File: config.mk
export PLATFORM = sky130hd
export DESIGN_NAME = pfx_stack
export DESIGN_NICKNAME = d
export VERILOG_FILES = /design/src/rtl/pfx_stack.sv
export SDC_FILE = /design/constraint.sdc
export NUM_CORES = 2
export LEC_CHECK = 0
export ABC_CLOCK_PERIOD_IN_PS = 5300
export CORE_MARGIN = 3
export CORE_UTILIZATION = 35
export DETAILED_ROUTE_END_ITERATION = 12
export DONT_BUFFER_PORTS = 1
export MAX_ROUTING_LAYER = met4
export PLACE_DENSITY = 0.56
export SLEW_MARGIN = 5
export SYNTH_ARGS = -nofsm -noshare
export SYNTH_HDL_FRONTEND = slang
export SYNTH_SLANG_ARGS = --single-unit
File: constraint.sdc
create_clock -name clk -period 5.3 [get_ports clk]
set_input_delay 1.06 -clock clk [delete_from_list [all_inputs] [get_ports clk]]
set_output_delay 1.06 -clock clk [all_outputs]
set_load 0.05 [all_outputs]
File: src/rtl/pfx_stack.sv
// Value stack memory: one write port, one read port with registered data.
`timescale 1ns / 1ps

module pfx_stack #(
    parameter int DEPTH = 128,
    parameter int VW    = 32,
    parameter int AW    = $clog2(DEPTH)
) (
    input  logic          clk,
    input  logic          wr_en,
    input  logic [AW-1:0] wr_addr,
    input  logic [VW-1:0] wr_data,
    input  logic          rd_en,
    input  logic [AW-1:0] rd_addr,
    output logic [VW-1:0] rd_data
);

    logic [VW-1:0] mem [DEPTH];

    always_ff @(posedge clk)
    begin
        if (wr_en)
        begin
            mem[wr_addr] <= wr_data;
        end
        if (rd_en)
        begin
            rd_data <= mem[rd_addr];
        end
    end

endmodule

* Word level (Yosys, flattened, before mapping)
Memories as Yosys holds them, arrays and structs flattened. A register that Yosys moved wholly into a read port is not among the register bits. Cells that the tools add are included.
Storage, ports and cells: logic and storage cells 3, memories 1, bits in writable memories 4096, bits of input ports 49, register bits after elaboration 0, bits in read-only memories 0, latch bits 0
Memories:
- mem | words 128, bits a word 32, rd ports 1, clocked after memory_dff 1, wr ports 1, line 18 | logic [VW-1:0] mem [DEPTH];
Operators by class: shift-type cells 0, reduce and logical (&&, ||, !) cells 0, mux-type cells 2, equal/unequal tests 0, divide/modulo/power cells 0, bitwise logic cells 0, add/sub/neg operators 0, magnitude comparators 0, $mul 0
Operator list (number):
- two-way mux 1 bit | 2

* Longest topological paths before layout
word-level depth 2, gate-level depth with buffers 8, gate-level depth less buffers 4

* Least setup slack after synthesis
No wires, ideal clock.
kind input to register, start point in wr_en, end point mem mem[98][0] (enable), required time 4.839 ns, arrival 3.838 ns, setup time 0.461 ns, stages on the path 3, slack 1.001 ns, path buffers 1, path through clkbuf_1 -> nand4_1 -> nor3_1
On the way: longest elaborated chain between the ends 2
RTL lines:
- start: declaration | line 10 | input logic wr_en,
- two-way mux 1 bit | line 22 | if (wr_en)
- two-way mux 1 bit (implied by the code) | line 24 | mem[wr_addr] <= wr_data;
- end: declaration | line 18
No other way between the ends.

==> flow_summary.ini <==
[status]
status = finished with violations
violations = max-slew violations

[sta]
period_share = 0.9132
worst_pin_slew_ns = 1.785
setup_viol = 0
grt_setup_unrepaired = false
fin_skew_ns = 0.09206
final.setup.tns_ns = 0
relSlewSlack = -0.1900
hold_ws_ns = 0.1854
drv_slew = 139
min_period_ns = 4.840
timing_hold_violations_final = 0
worst_slack_ns = 0.4598
max_freq_mhz = 206.6

[layout]
syn2layout_area_growth_pct = 14.66
drive_gt1_frac = 0.3469
utilization = 0.4031
final_cells = 12674
final_nets = 6381

[route]
drt_iter0_drc = 10243
dr.pass1.iters = 5
drc = 0
wire_per_inst_um = 34.91
drtAntennaViolNets = 0
viasPerCell = 5.548
vias = 70312
wirelength_um = 442500

[min_path]
min_path_cells = 0
whs_endpoint = mem[82][27]
hold_path.class = in2reg
min_from = wr_data[27]

[pwr]
powerDensity_nw_per_um2 = 375.8
ir_drop_v = 0.0003129
p_leak_nw = 53.90

[global_routing]
grt_max_degree = 257
grt_first_pass_wirelength_um = 605300
track_usage = 0.1988
grt_pass1_vias = 70866
grt.overflow.total = 0
antenna_found_initial = 53

[synthesis]
synth_nets = 6039
post_synth.cell_area_avg_sq_um = 26.14
synth.ff_latch_count = 4128
syn_area_sq_um = 156600
ys_warn_count = 0
synth_cells = 5990
ys_seq_area_frac = 0.7916
ys_types = 16

[clocking]
clk_pin_slew_ns = 0.06
numCtsBuffers = 420
insertion_delay_ns = 0.98
cts_buffer_depth = 4
post-cts-setup-buffers = 0
h-tree-depth = 5
cts_resized = 0
cts_hold_buf = 0
cts_tree = done
clock_sinks = 4128
clock_tree.root_cell = clkbuf_16

[place]
dpl.hpwl_um = 231900
numPortBuffers = 0
place.gp.congestion = 0.8106
pre_cts_ws_ns = -1.573
dpl.cell_count = 11832

[setup_path]
r2r_start = mem[79][18]
crit_fanout = 107
start_kind = input port
endpoint_kind = register
regToRegEndpoint = rd_data[18]
worstRegToRegCells = 4
r2r_slack_ns = 2.52
crit_type = in2reg
cp.arrival_ns = 5.52
worstPathRequired_ns = 5.98

[die]
coreArea_sq_um = 445400
start_util = 0.3516
die-area_sq_um = 455500
rows = 245
die_w_um = 674.9
die_y_um = 674.9
ios = 81

[run]
cap_violations = 0
how the worst max path moves through the flow:
stage,depth (start not counted),slack (ns),from,end
after global placement,8,-1.51,rd_addr[0],rd_data[27]
after floorplan,3,1.00,wr_en,mem[98][0]
final,8,0.46,rd_addr[0],rd_data[18]
after CTS,8,0.20,rd_addr[0],rd_data[3]
after detailed placement,8,-1.57,rd_addr[0],rd_data[0]
after global routing,8,0.25,rd_addr[0],rd_data[5]
flip-flops by register name, summed over array words and instances, names as in the netlist:
register	cells
rd_data	32
mem	4096
critical path: stages:
cell and delay [ns]:
buf_16 0.44, buf_16 0.50, buf_16 0.38, buf_16 0.34, mux4_2 0.57, mux4_2 0.63, mux4_2 0.69, mux2_2 0.32
area by class of cell:
| class | count | area (sq um) |
|---|---|---|
| fillers | 38229 | 265900 |
| flip-flops and latches | 4128 | 124000 |
| multi-input cells | 1546 | 32290 |
| clock buffers | 523 | 11000 |
| well taps | 5928 | 7417 |
| repair buffers | 236 | 2582 |
| clock inverters | 241 | 2121 |
| diodes | 72 | 180.2 |
report_power, final:
part,internal (W),total (W),switching (W)
Sequential,0.0361,0.0363,0.000220
Clock,0.0161,0.0285,0.0124
Combinational,0.00126,0.00263,0.00136
Total,0.0535,0.0675,0.0140
through the flow:
| step | instance area, sq um | power [W] |
|---|---|---|
| global placement | 166100 | 0.03962 |
| detailed placement | 166100 | 0.03963 |
| global route | 179500 | 0.06932 |
| CTS | 179300 | 0.06800 |
| floorplan | 156600 | 0.03866 |
| finish | 179600 | 0.06748 |
cell usage after synthesis, drive strengths merged:
master | count | share of area
buf | 134 | 0.0040
clkbuf | 182 | 0.0044
edfxtp | 4128 | 0.79
mux2 | 32 | 0.0023
mux4 | 1344 | 0.19
nand2 | 14 | 0.00034
nand2b | 2 | 0.000080
nand3 | 12 | 0.00038
nand4 | 3 | 0.00012
nor2 | 122 | 0.0029
nor2b | 7 | 0.00028
nor3 | 9 | 0.00029
or3 | 1 | 0.000040
layout by cell type, fill, tap and decap left out, types with 4 or more instances in the layout:
cell and instances:
bufinv_16 29, clkinv_2 82, mux4_2 1344, inv_16 4
diode_2 72, nor2b_1 7, clkinvlp_4 8, buf_4 181
clkinv_16 7, inv_6 9, nand2_1 11, nor3_2 9
nand3_2 4, clkinv_1 98, mux2_2 32, clkbuf_16 427
clkbuf_1 98, nor2_4 119, buf_16 10, buf_12 40
edfxtp_1 4128, nand3_1 8
cells by family after synthesis:
kind of cell,after synthesis,share of synthesized area
flip-flops,4128,0.7916
buffers and inverters,316,0.008373
multiplexers,1376,0.1956
AND/OR/NAND/NOR,170,0.004450
layer usage:
| metal | wire length [um] | up-vias | GRT usage |
|---|---|---|---|
| li1 | - | 27233 | - |
| met1 | 167800 | 39209 | 0.2526 |
| met2 | 223400 | 3266 | 0.3273 |
| met3 | 35180 | 604 | 0.03275 |
| met4 | 16050 | 0 | 0.06447 |
| met5 | 0 | - | - |
Power figures use the tool's default switching activity.
