**src/rtl/pfx_pkg.sv**
```systemverilog
// Shared types and character codes for the postfix expression evaluator.
`timescale 1ns / 1ps

package pfx_pkg;

    // Width of the value field on the result channel
    localparam int OUT_W = 32;

    // ASCII codes of the characters that carry meaning
    localparam logic [7:0] SYM_ZERO  = 8'h30;  // '0'
    localparam logic [7:0] SYM_NINE  = 8'h39;  // '9'
    localparam logic [7:0] SYM_PLUS  = 8'h2B;  // '+'
    localparam logic [7:0] SYM_MINUS = 8'h2D;  // '-'
    localparam logic [7:0] SYM_STAR  = 8'h2A;  // '*'
    localparam logic [7:0] SYM_SLASH = 8'h2F;  // '/'
    localparam logic [7:0] SYM_CARET = 8'h5E;  // '^'

    typedef enum logic [2:0] {
        OP_ADD,
        OP_SUB,
        OP_MUL,
        OP_DIV,
        OP_ZERO
    } alu_op_t;

    typedef struct packed {
        logic    start;
        alu_op_t op;
    } alu_req_t;

    typedef struct packed {
        logic done;
        logic div_zero;
    } alu_rsp_t;

    typedef struct packed {
        logic ovf;
        logic unf;
        logic opr;
        logic dvz;
    } err_flags_t;

endpackage

```
**src/rtl/pfx_alu.sv**
```systemverilog
// Shared arithmetic unit: add, subtract, shift-add multiply, restoring divide, and zero.
`timescale 1ns / 1ps

module pfx_alu import pfx_pkg::*; #(
    parameter int VW = 32
) (
    input  logic          clk,
    input  logic          rst_n,
    input  alu_req_t      req,
    input  logic [VW-1:0] a,
    input  logic [VW-1:0] b,
    output alu_rsp_t      rsp,
    output logic [VW-1:0] result
);

    localparam int CW = $clog2(VW + 1);

    typedef enum logic [1:0] {
        A_IDLE,
        A_MUL,
        A_DIV,
        A_FIX
    } alu_state_t;

    alu_state_t    state_reg, state_next;
    logic [VW-1:0] acc_reg, acc_next;
    logic [VW-1:0] mcand_reg, mcand_next;
    logic [VW-1:0] mplier_reg, mplier_next;
    logic [VW-1:0] rem_reg, rem_next;
    logic [VW-1:0] quo_reg, quo_next;
    logic [VW-1:0] dvsr_reg, dvsr_next;
    logic [VW-1:0] res_reg, res_next;
    logic [CW-1:0] cnt_reg, cnt_next;
    logic          neg_reg, neg_next;
    logic          done_reg, done_next;
    logic          dz_reg, dz_next;

    logic [VW-1:0] mul_sum;
    logic [VW:0]   rem_sh;
    logic [VW:0]   rem_diff;

    assign mul_sum  = acc_reg + (mplier_reg[0] ? mcand_reg : '0);
    assign rem_sh   = {rem_reg, quo_reg[VW-1]};
    assign rem_diff = rem_sh - {1'b0, dvsr_reg};

    always_comb
    begin
        state_next  = state_reg;
        acc_next    = acc_reg;
        mcand_next  = mcand_reg;
        mplier_next = mplier_reg;
        rem_next    = rem_reg;
        quo_next    = quo_reg;
        dvsr_next   = dvsr_reg;
        res_next    = res_reg;
        cnt_next    = cnt_reg;
        neg_next    = neg_reg;
        done_next   = 1'b0;
        dz_next     = 1'b0;
        case (state_reg)
            A_IDLE:
            begin
                if (req.start)
                begin
                    case (req.op)
                        OP_ADD:
                        begin
                            res_next  = a + b;
                            done_next = 1'b1;
                        end
                        OP_SUB:
                        begin
                            res_next  = a - b;
                            done_next = 1'b1;
                        end
                        OP_MUL:
                        begin
                            acc_next    = '0;
                            mcand_next  = a;
                            mplier_next = b;
                            cnt_next    = CW'(VW);
                            state_next  = A_MUL;
                        end
                        OP_DIV:
                        begin
                            neg_next  = a[VW-1] ^ b[VW-1];
                            quo_next  = a[VW-1] ? (~a + 1'b1) : a;
                            dvsr_next = b[VW-1] ? (~b + 1'b1) : b;
                            rem_next  = '0;
                            cnt_next  = CW'(VW);
                            if (b == '0)
                            begin
                                res_next  = '0;
                                dz_next   = 1'b1;
                                done_next = 1'b1;
                            end
                            else
                            begin
                                state_next = A_DIV;
                            end
                        end
                        default:
                        begin
                            res_next  = '0;
                            done_next = 1'b1;
                        end
                    endcase
                end
            end
            A_MUL:
            begin
                acc_next    = mul_sum;
                mcand_next  = {mcand_reg[VW-2:0], 1'b0};
                mplier_next = {1'b0, mplier_reg[VW-1:1]};
                cnt_next    = cnt_reg - 1'b1;
                if (cnt_reg == CW'(1))
                begin
                    res_next   = mul_sum;
                    done_next  = 1'b1;
                    state_next = A_IDLE;
                end
            end
            A_DIV:
            begin
                // one quotient bit per cycle, remainder stays below the divisor
                if (!rem_diff[VW])
                begin
                    rem_next = rem_diff[VW-1:0];
                    quo_next = {quo_reg[VW-2:0], 1'b1};
                end
                else
                begin
                    rem_next = rem_sh[VW-1:0];
                    quo_next = {quo_reg[VW-2:0], 1'b0};
                end
                cnt_next = cnt_reg - 1'b1;
                if (cnt_reg == CW'(1))
                begin
                    state_next = A_FIX;
                end
            end
            A_FIX:
            begin
                res_next   = neg_reg ? (~quo_reg + 1'b1) : quo_reg;
                done_next  = 1'b1;
                state_next = A_IDLE;
            end
            default:
            begin
                state_next = A_IDLE;
            end
        endcase
    end

    always_ff @(posedge clk or negedge rst_n)
    begin
        if (!rst_n)
        begin
            state_reg  <= A_IDLE;
            acc_reg    <= '0;
            mcand_reg  <= '0;
            mplier_reg <= '0;
            rem_reg    <= '0;
            quo_reg    <= '0;
            dvsr_reg   <= '0;
            res_reg    <= '0;
            cnt_reg    <= '0;
            neg_reg    <= 1'b0;
            done_reg   <= 1'b0;
            dz_reg     <= 1'b0;
        end
        else
        begin
            state_reg  <= state_next;
            acc_reg    <= acc_next;
            mcand_reg  <= mcand_next;
            mplier_reg <= mplier_next;
            rem_reg    <= rem_next;
            quo_reg    <= quo_next;
            dvsr_reg   <= dvsr_next;
            res_reg    <= res_next;
            cnt_reg    <= cnt_next;
            neg_reg    <= neg_next;
            done_reg   <= done_next;
            dz_reg     <= dz_next;
        end
    end

    assign rsp.done     = done_reg;
    assign rsp.div_zero = dz_reg;
    assign result       = res_reg;

endmodule

```
**config.mk**
```make
export PLATFORM = sky130hd
export DESIGN_NAME = pfx_alu
export DESIGN_NICKNAME = d
export VERILOG_FILES = /design/src/rtl/pfx_pkg.sv /design/src/rtl/pfx_alu.sv
export SDC_FILE = /design/constraint.sdc
export NUM_CORES = 1
export LEC_CHECK = 0
export ABC_AREA = 0
export ABC_CLOCK_PERIOD_IN_PS = 7000
export BUFFER_PORTS_ARGS = -buffer_cell sky130_fd_sc_hd__buf_2
export CORE_UTILIZATION = 35
export DETAILED_ROUTE_END_ITERATION = 8
export GPL_TIMING_DRIVEN = 0
export HOLD_SLACK_MARGIN = 0.03
export PLACE_DENSITY_LB_ADDON = 0.3
export SLEW_MARGIN = 25
export SYNTH_ARGS = -nofsm -noshare
export SYNTH_HDL_FRONTEND = slang
export SYNTH_SLANG_ARGS = --single-unit
```
**constraint.sdc**
```tcl
create_clock -name clk -period 7 [get_ports clk]
set_input_delay 1.4 -clock clk [delete_from_list [all_inputs] [get_ports clk]]
set_output_delay 1.4 -clock clk [all_outputs]
set_load 0.03 [all_outputs]
```
# [Word level (Yosys, flattened, before mapping)]
# Index checks and enable logic that the tools add are counted.
[word_totals] register_bits=235 latch_bits=0 ram_bits=0 rom_bits=0 in_bits=70 output_inout_bits=34 wordCells=99 memories=0
[classes] addsub=8 mul=0 div_mod_pow=0 n_lt_le_gt_ge=0 n_eq_ne=17 shifts=0 muxes=43 bitwise=4 reduce_logical=15
[op_table] operator="two-way mux 32 bit" count=18
[op_table] operator="case mux 32 bit (2 select lines)" count=5
[op_table] operator="case mux 32 bit (4 select lines)" count=1
[op_table] operator="adder 32 x 1 -> 32 bit (second input constant)" count=3
[op_table] operator="inverter 32 bit" count=3
[op_table] operator="case mux 32 bit (3 select lines)" count=1
[op_table] operator="adder 32 bit" count=2
[op_table] operator="subtractor 33 x 32 -> 33 bit" count=1
[op_table] operator="zero test 32 bit" count=1
[op_table] operator="subtractor 32 bit" count=1
[op_table] operator="two-way mux 6 bit" count=2
[op_table] operator="case mux 6 bit (2 select lines)" count=1
[op_table] operator="AND reduction 3 bit" count=4
[op_table] operator="inequality test 2 bit (second input constant)" count=5
[op_table] operator="AND reduction 5 bit" count=2
[op_table] operator="two-way mux 2 bit" count=4
[op_table] operator="case mux 2 bit (4 select lines)" count=1
[op_table] operator="two-way mux 1 bit" count=7
[op_table] operator="== test 3 x 2 -> 1 bit (second input constant)" count=2
[op_table] operator="== test 6 x 1 -> 1 bit (second input constant)" count=1
[op_table] operator="inequality test 3 bit (second input constant)" count=2
[op_table] operator="nonzero test 2 bit" count=3
[op_table] operator="subtractor 6 x 1 -> 6 bit (second input constant)" count=1
[op_table] operator="== test 2 bit (second input constant)" count=2
[op_table] operator="other kinds (12)" count=14

# [Depth between registers and ports, before layout]
# Gate-level depths: netlist of run 1.
[depth] ltp_word=6 ltp_mapped=18 mapped_depth_nobuf=18

# [Worst setup path after synthesis of run 1]
# Ideal clock, no wire load.
[synth_path] path_type="input port to flip-flop" from="input port b[0]" to="register res_reg[31] (netlist: result[31])" setup_time_ns=0.131 arrival_ns=5.204 required_time_ns=6.869 slack_ns=1.664 cell_stages=18 n_path_buf=0 cell_sequence="inv_1 > ha_1 > or4b_4 > nor3_1 > nand2_1 > or2_2 > or3_1 > nand2_1 > xor2_1 > ha_1 > nand4_1 > or2_2 > a211oi_1 > nor4b_1 > o31ai_1 > mux2i_1 > a221oi_1 > a31oi_1"
[synth_between] elab_chain_len=4 elab_cells_between_ends=8 cone_classes="add/sub: 2; eq/ne: 1; mux: 3; reduce/logical: 2"
[synth_rtl] element="start: declaration" line_no="pfx_alu.sv:11" rtl="input logic [VW-1:0] b,"
[synth_rtl] element="subtractor 32 bit / adder 32 bit (equally long branches)" line_no="pfx_alu.sv:73, pfx_alu.sv:68"
[synth_rtl] element="case mux 32 bit (4 select lines)" line_no="pfx_alu.sv:65" rtl="case (req.op)"
[synth_rtl] element="two-way mux 32 bit" line_no="pfx_alu.sv:63" rtl="if (req.start)"
[synth_rtl] element="case mux 32 bit (3 select lines)" line_no="pfx_alu.sv:60" rtl="case (state_reg)"
[synth_rtl] element="end signal: assignment" line_no="pfx_alu.sv:181" rtl="res_reg <= res_next;"
[synth_rtl] element="end: declaration" line_no="pfx_alu.sv:32" rtl="logic [VW-1:0] res_reg, res_next;"
# Parallel ways exist; a longest one is shown, timed or not. The select of a mux whose other input is x is not followed.
# A chain may end at the register's enable or synchronous reset.

# [Worst setup path after layout of run 1]
# Ends and elaborated chain as after synthesis.

==> metrics list, run 1 <==
* Result of the run: finished clean
- Multi-input gate area: between 0.01 and 0.015 sq mm
* Clock share of power: between 30% and 40%
- The number of max-slew violations in the final report was 0.
* Total Die Area: 0.05230 sq mm
- After clock tree synthesis, the flow added hold-fix buffers numbering 0.
- Power spread over the standard cell area amounts to 193.7 mW/mm^2.
- Cells with a size suffix above 1 make up under 10% of the layout.
- STA classifies the critical path endpoint as a flop.
* First-pass GRT wire length: 98590 um
- Number of port buffers: 91
- Across all layers, the routed design uses 16970 vias.
- Crit path arrival time: 7.10 ns
- Nets: 2472
- For this run, design rule violations remaining after detail routing come to 0.
- CTS resizes: 0
* Reg2Reg Capture Point: result[21]
* Biggest fanout along the worst timing path: 7
* Most frequent cells after synthesis: 277 x nand2_1, 235 x dfrtp_1, 195 x o21ai_0
- The later pin in the worst-skew pair is clocked with a latency of 0.58 ns.
* Flip-flop and latch count after synthesis: 235
- Cell internal power was estimated by the tool at around 2.7 mW.
* Gr ovfl total: 0
* WL final: around 64000 um
- The die is 228.7 um tall.
- The mapped netlist covers 0.01799 sq mm.
* Data required time of the critical path: 7.42 ns
- The floorplan has 82 rows.
* Average cell area after synthesis: 8.300 sq um
* IR drop worst, VDD: 180.9 uV
* 1st-pass router iterations: 5
- Net switching share of the total power: around a third
* Number of unique standard cell types used by synthesis: 80
- Main area contributors after synthesis: dfrtp_1 33%, ha_1 7.2%, nand2_1 5.8%, o21ai_0 5.4%, mux2i_1 5.0%
- Power consumption: 3.940 mW
- Initial standard-cell utilization of the core: 35.70%
- Count of endpoints failing hold in the final timing report: 0
- Async set or reset register ratio after synthesis: 100.0%
- EDFF count, synth: 0
* Pin count of the biggest net entering global routing: 71
- 104 I/O pins were placed.
- Measured against its own limit, the worst slew margin works out to approximately a quarter.
- Minimum clock period: 6.679 ns
- The initial antenna violation count is 1.
* Global placer's final weighted congestion: 0.9536
- Clock-pin slew was measured on the worst setup and hold paths at 0.06 ns.
* Clock buffer depth: 3
- Setup Slack @ Placement: -0.1318 ns
- From left edge to right edge, the die measures 228.7 um.
* Total CTS buffers: 30
- Number of endpoints failing setup at the final stage: 0
- Transition at the pin with the smallest max-transition slack: 1.142 ns
* Sequential cell area: 0.005881 sq mm
- Counting the fill cells in the layout gives 5138.
- Tightest Hold Check Type: reg -> reg
- Top-area cell type share of the netlist area: between 30% and 40%
- The count of cells in the finished layout, fillers not included, comes to 2988.
- The detailed router finished its first iteration with 1239 violations.
* Post-synthesis instance total: 2167
- Compared with the post-synthesis result, the final layout area differs by 13.13%.
- In the post-synthesis netlist, the cell with the most instances is nand2_1.
* Leak Pwr: roughly 9.5 nW
- Slack of the worst reg-to-reg path: 2.67 ns
- The HPWL after detailed placement is 50410 um.
- The tree is rooted in a clkbuf_16.
- STA classifies the critical path startpoint as an input port.
- The core region is 0.05038 sq mm.
- Dominant register cell in the synthesized netlist: dfrtp_1
* Reg-to-reg critical path startpoint: state_reg[1]
- In the routed layout, each cell is associated on average with a via count of 5.679.
- Via count of the first global-routing pass: 16450
- Once detail routing completed, the nets flagged for antenna violations numbered 0.
* Number of levels in the clock H-tree: 1
* Reg power frac: 38.0%
* RSZ-0062 raised after global routing: no
- In this run the power spent charging and discharging nets is ~1.3 mW.
* Maximum capacitance violations: 0
- Derived from the worst setup path, the maximum achievable clock frequency is 149.7 MHz.
- The worst hold path begins at result[2].
* TritonCTS clock tree: yes
- End point of the worst hold path: result[2]
- Final worst setup slack: 0.3206 ns
- When the netlist entered floorplanning its net count stood at 2344.
* Count of placed standard cells including taps: slightly below 3000
- Across the routed clock network, the largest skew measured is 0.01244 ns.
- Post-CTS setup buffer count: 0
- Synth area leader: dfrtp_1
- In the global route stage, overall resource usage came out at 24.19%.
- Setup Crit Path Kind: in -> reg
* Worst hold slack: 0.4759 ns
- Of the synthesized area, sequential elements account for between 30% and 40%.
* Count of synthesis-stage warnings from yosys: 0
- Final instance area: ~0.020 sq mm
* Depth of the most critical reg-to-reg path: 8
* Area post-placement: 0.01941 sq mm
- Part of the power in combinational logic: a little under a quarter
- Post-route fraction of the period consumed by the critical path: 95.42%
- Dividing the detail-routed wire length by the instance count gives 21.54 um.
* TritonCTS Sinks: roughly 240
- Hold Path Cell Cnt: 2
==> cell usage in the layout (no fill, tap or decap), drive strengths merged, types with 31 or more instances in the layout <==
cell type  synthesis  final
a21o              47     47
a21oi            171    171
a31oi             31     31
and2              41     41
buf               27    123
clkbuf            86    128
dfrtp            235    235
ha               104    104
inv               63     63
mux2i             90     90
nand2            277    277
nand3             35     35
nor2             181    181
o21ai            199    199
xnor2             95     95
xor2              93     93
==> worst max-delay path: stages <==
cell and delay [ns]:
buf_2 0.15, inv_1 0.09, ha_1 0.22, or4b_4 0.53
nor3_1 0.34, nand2_1 0.23, or2_2 0.38, or3_1 0.34
nand2_1 0.10, xor2_1 0.33, ha_1 0.30, nand4_1 0.16
or2_2 0.33, a211oi_1 0.50, nor4b_1 0.18, o31ai_1 0.56
mux2i_1 0.17, a221oi_1 0.63, a31oi_1 0.17
==> stage by stage <==
stage / utilization (%) / TNS, ns
after global routing: 40.39 / 0
after floorplan: - / 0
final: 40.39 / 0
after detailed placement: 38.53 / -0.1318
after global placement: 38.28 / -0.1829
after CTS: 40.39 / 0
==> power groups by stage <==
stage,registers (mW),clock network [mW],logic [mW]
2_1_floorplan,1.51,0,0.639
6_report,1.50,1.50,0.940
5_1_grt,1.51,1.58,1.03
3_5_place_dp,1.52,0,0.924
4_1_cts,1.50,1.53,0.929
3_3_place_gp,1.52,0,0.907
==> layout make-up <==
class | instances | area share (%)
tap | 672 | 4.132
clock inverter | 10 | 0.3813
clock buffer | 42 | 4.212
timing repair buffer | 96 | 2.792
inverter | 64 | 1.181
multi-input combinational | 1755 | 56.17
sequential | 235 | 28.90
antenna | 1 | 0.01230
buffer | 113 | 2.220
==> logic make-up (layout without fill, tap and decap cells) <==
family | count (synthesis) | after routing | share of synthesized area [%]
fa+ha+maj | 107 | 107 | 7.569
mux | 101 | 101 | 5.697
xor+xnor | 188 | 188 | 9.155
buf+inv | 177 | 325 | 3.847
simple gates | 714 | 714 | 18.48
flops | 235 | 235 | 32.70
compound gates | 645 | 645 | 22.56
other cells | 0 | 1 | 0
==> per-layer routing <==
| layer | part of all wire, % | track usage [%] | up-vias |
|---|---|---|---|
| met1 | 44 | 32.91 | 8255 |
| li1 | - | - | 8023 |
| met3 | 5.3 | 2.308 | 127 |
| met4 | 4.5 | 10.47 | 0 |
| met2 | 46 | 39.03 | 565 |
| met5 | 0 | 0 | - |
==> how the worst max path moves through the flow <==
stage               cells past startpoint  slack (ns)  start    endpoint
CTS                                    19        0.41   b[0]  result[31]
global placement                       19       -0.18   b[0]  result[31]
floorplan                              18        1.66   b[0]  result[31]
detailed placement                     19       -0.13   b[0]  result[31]
finish                                 19        0.32   b[0]  result[31]
global route                           17        0.01   b[6]  result[31]
(Power assumes the default switching activity.)
==> inputs of run 2 (changes only) <==
- ABC_CLOCK_PERIOD_IN_PS: 7000 -> 6100
- clock period: 7 -> 6.1 ns (I/O delays scaled with it)
==> metrics list, run 2 (synthesis gave the netlist of run 1 again) <==
- Gr ovfl total: 0
* Result of the run: finished clean
* Post-CTS clock slew at the launch and capture registers of the worst setup and hold paths: 0.06 ns
- Slack of the worst reg-to-reg path: 1.82 ns
* Post-route fraction of the period consumed by the critical path: 96.30%
* TritonCTS clock tree: yes
- Most common library cell in the layout ignoring fill and taps: nand2_1
* Die extent in x: 228.7 um
- Latest clock arrival within the worst-skew pair: 0.58 ns
- Crit path arrival time: about 6.3 ns
- Headroom to the max-slew limit came out at 23.01%.
* Number of nets still failing antenna checks after routing: 0
- The wire-length estimate of the detail-placed layout is just over 50000 um.
- Area post-placement: 0.01941 sq mm
- For this configuration, the core starts out at a cell density of 35.70%.
- Maximum capacitance violations: 0
- Depth of the most critical reg-to-reg path: 8
- For this design the static power due to leakage is between 9 and 10 nW.
* TritonCTS Sinks: approximately 240
* RSZ-0062 raised after global routing: no
* Pin count of the biggest net entering global routing: ~70
- Routed via count: 16960
- The most critical setup path has its startpoint at b[0].
- In this run the worst path has a maximum fanout of 7.
- In the final design database the tool counted 2471 nets.
- Layout overhead on the synthesized area: 13.23%
- The first global-routing pass estimated 98590 um of wire.
- Number of endpoints failing setup at the final stage: 0
- The die is 228.7 um tall.
- Count of placed standard cells including taps: 2935
* Power consumption: 4.526 mW
- Data required time of the critical path: 6.53 ns
- The floorplan step defined a die boundary enclosing roughly 0.052 sq mm.
* Total CTS buffers: 30
- In this run the number of H-tree levels came out at 1.
- The number of hold-slack violations in the final timing report came to 0.
- No sink is reached through more buffers than the 3 on the longest clock path.
- Global placer's final weighted congestion: 0.9536
- The worst register-to-register path ends at result[21].
- Share of post-route cells with drive strength above 1: 8.384%
- Dividing the detail-routed wire length by the instance count gives 21.54 um.
* Highest clock frequency the design can meet: 170.2 MHz
* Final instance area: 0.02037 sq mm
* Commonest non-fill, non-tap cells in the layout: 277 x nand2_1, 235 x dfrtp_1, 194 x o21ai_0
* IR drop worst, VDD: 207.9 uV
- Type of destination of the critical path: flop
- The initial antenna violation count is 1.
- Tightest Hold Check Type: reg -> reg
- # hold bufs at CTS: 0
* Setup Crit Path Kind: in -> reg
- At the pin with the least slew margin, the transition time is 1.155 ns.
- Reg-to-reg critical path startpoint: state_reg[1]
- Number of ports placed on the die boundary: 104
- Global router's overall resource usage: 24.20%
- Pins over their slew limit: 0
* Kind of start point of the critical path: input port
- The worst path in the final design needs a cycle of 5.874 ns, including I/O delays and setup.
- Excluding fillers, the count of instances in the completed layout stands at 2987.
* Residual DRC: 0
* DRC violation total after the first TritonRoute iteration: 1361
* Row count: between 80 and 90
- 1st-pass router iterations: 7
- PD cells: 222.2 mW/mm^2
- WL final: 64340 um
* Root Driver: clkbuf_16
* CORE AREA: 0.05038 sq mm
* CP endpoint: result[31]
* Post-CTS setup buffer count: 0
* Via count of the first global-routing pass: around 16000
- In this run the tool buffered the top-level ports with just over 90 buffer cells.
* Final worst clock skew: about 0.013 ns
- Post-detailed-route via-to-cell ratio: 5.678
==> run 2: timing repair <==
item	4_1_cts	5_1_grt
pin swaps	0	0
setup endpoints to repair	1	2
resized for setup	2	3
==> run 2: how the worst min path moves through the flow <==
stage	start	end	slack [ns]	cells after the start
2_1_floorplan	acc_reg[0]	acc_reg[0]	0.45	2
3_3_place_gp	acc_reg[26]	acc_reg[26]	0.46	2
3_5_place_dp	acc_reg[20]	acc_reg[20]	0.47	2
4_1_cts	acc_reg[20]	acc_reg[20]	0.48	2
5_1_grt	acc_reg[20]	acc_reg[20]	0.50	2
6_report	result[2]	result[2]	0.48	2
==> run 2: through the flow <==
stage	hold WS [ns]	TNS (ns)	util [%]	setup WS (ns)
CTS	0.4807	0	40.41	0.1651
floorplan	0.4453	0	-	0.9442
global route	0.5024	0	40.42	0.05606
detailed placement	0.4670	-1.339	38.53	-0.8518
global placement	0.4630	-147.02	38.28	-0.9029
finish	0.4758	0	40.43	0.2258
==> run 2: final cells by class <==
type / instances / area (sq um)
Fill cell: 5136 / 30010
Multi-Input combinational cell: 1755 / 11450
Sequential cell: 235 / 5881
Clock buffer: 42 / 857.1
Tap cell: 672 / 840.8
Timing Repair Buffer: 96 / 568.0
Buffer: 112 / 447.9
Inverter: 64 / 240.2
Clock inverter: 10 / 77.57
Antenna cell: 1 / 2.502
==> run 2: critical path: stages <==
cell	delay (ns)
buf_2	0.14
inv_1	0.08
ha_1	0.21
or4b_4	0.53
nor3_1	0.34
nand2_1	0.23
or2_2	0.38
or3_1	0.34
nand2_1	0.10
xor2_1	0.33
ha_1	0.30
nand4_1	0.16
or2_2	0.34
a211oi_2	0.33
nor4b_1	0.16
o31ai_2	0.40
mux2i_1	0.15
a221oi_2	0.40
a31oi_1	0.15
==> run 2: per-layer routing <==
metal / track usage, % / wire, um / part of all wire, % / up-vias
li1: - / - / - / 8012
met5: 0 / 0 / 0 / -
met3: 2.320 / 3479 / 5.4 / 122
met1: 32.91 / 28520 / 44 / 8283
met2: 39.06 / 29520 / 46 / 544
met4: 10.40 / 2815 / 4.4 / 0
==> run 2: where the power goes <==
part | leakage (nW) | internal (mW) | switching [mW]
sequential | 2.97 | 1.66 | 0.0622
clock | 0.465 | 1.01 | 0.717
combinational | 6.05 | 0.408 | 0.672
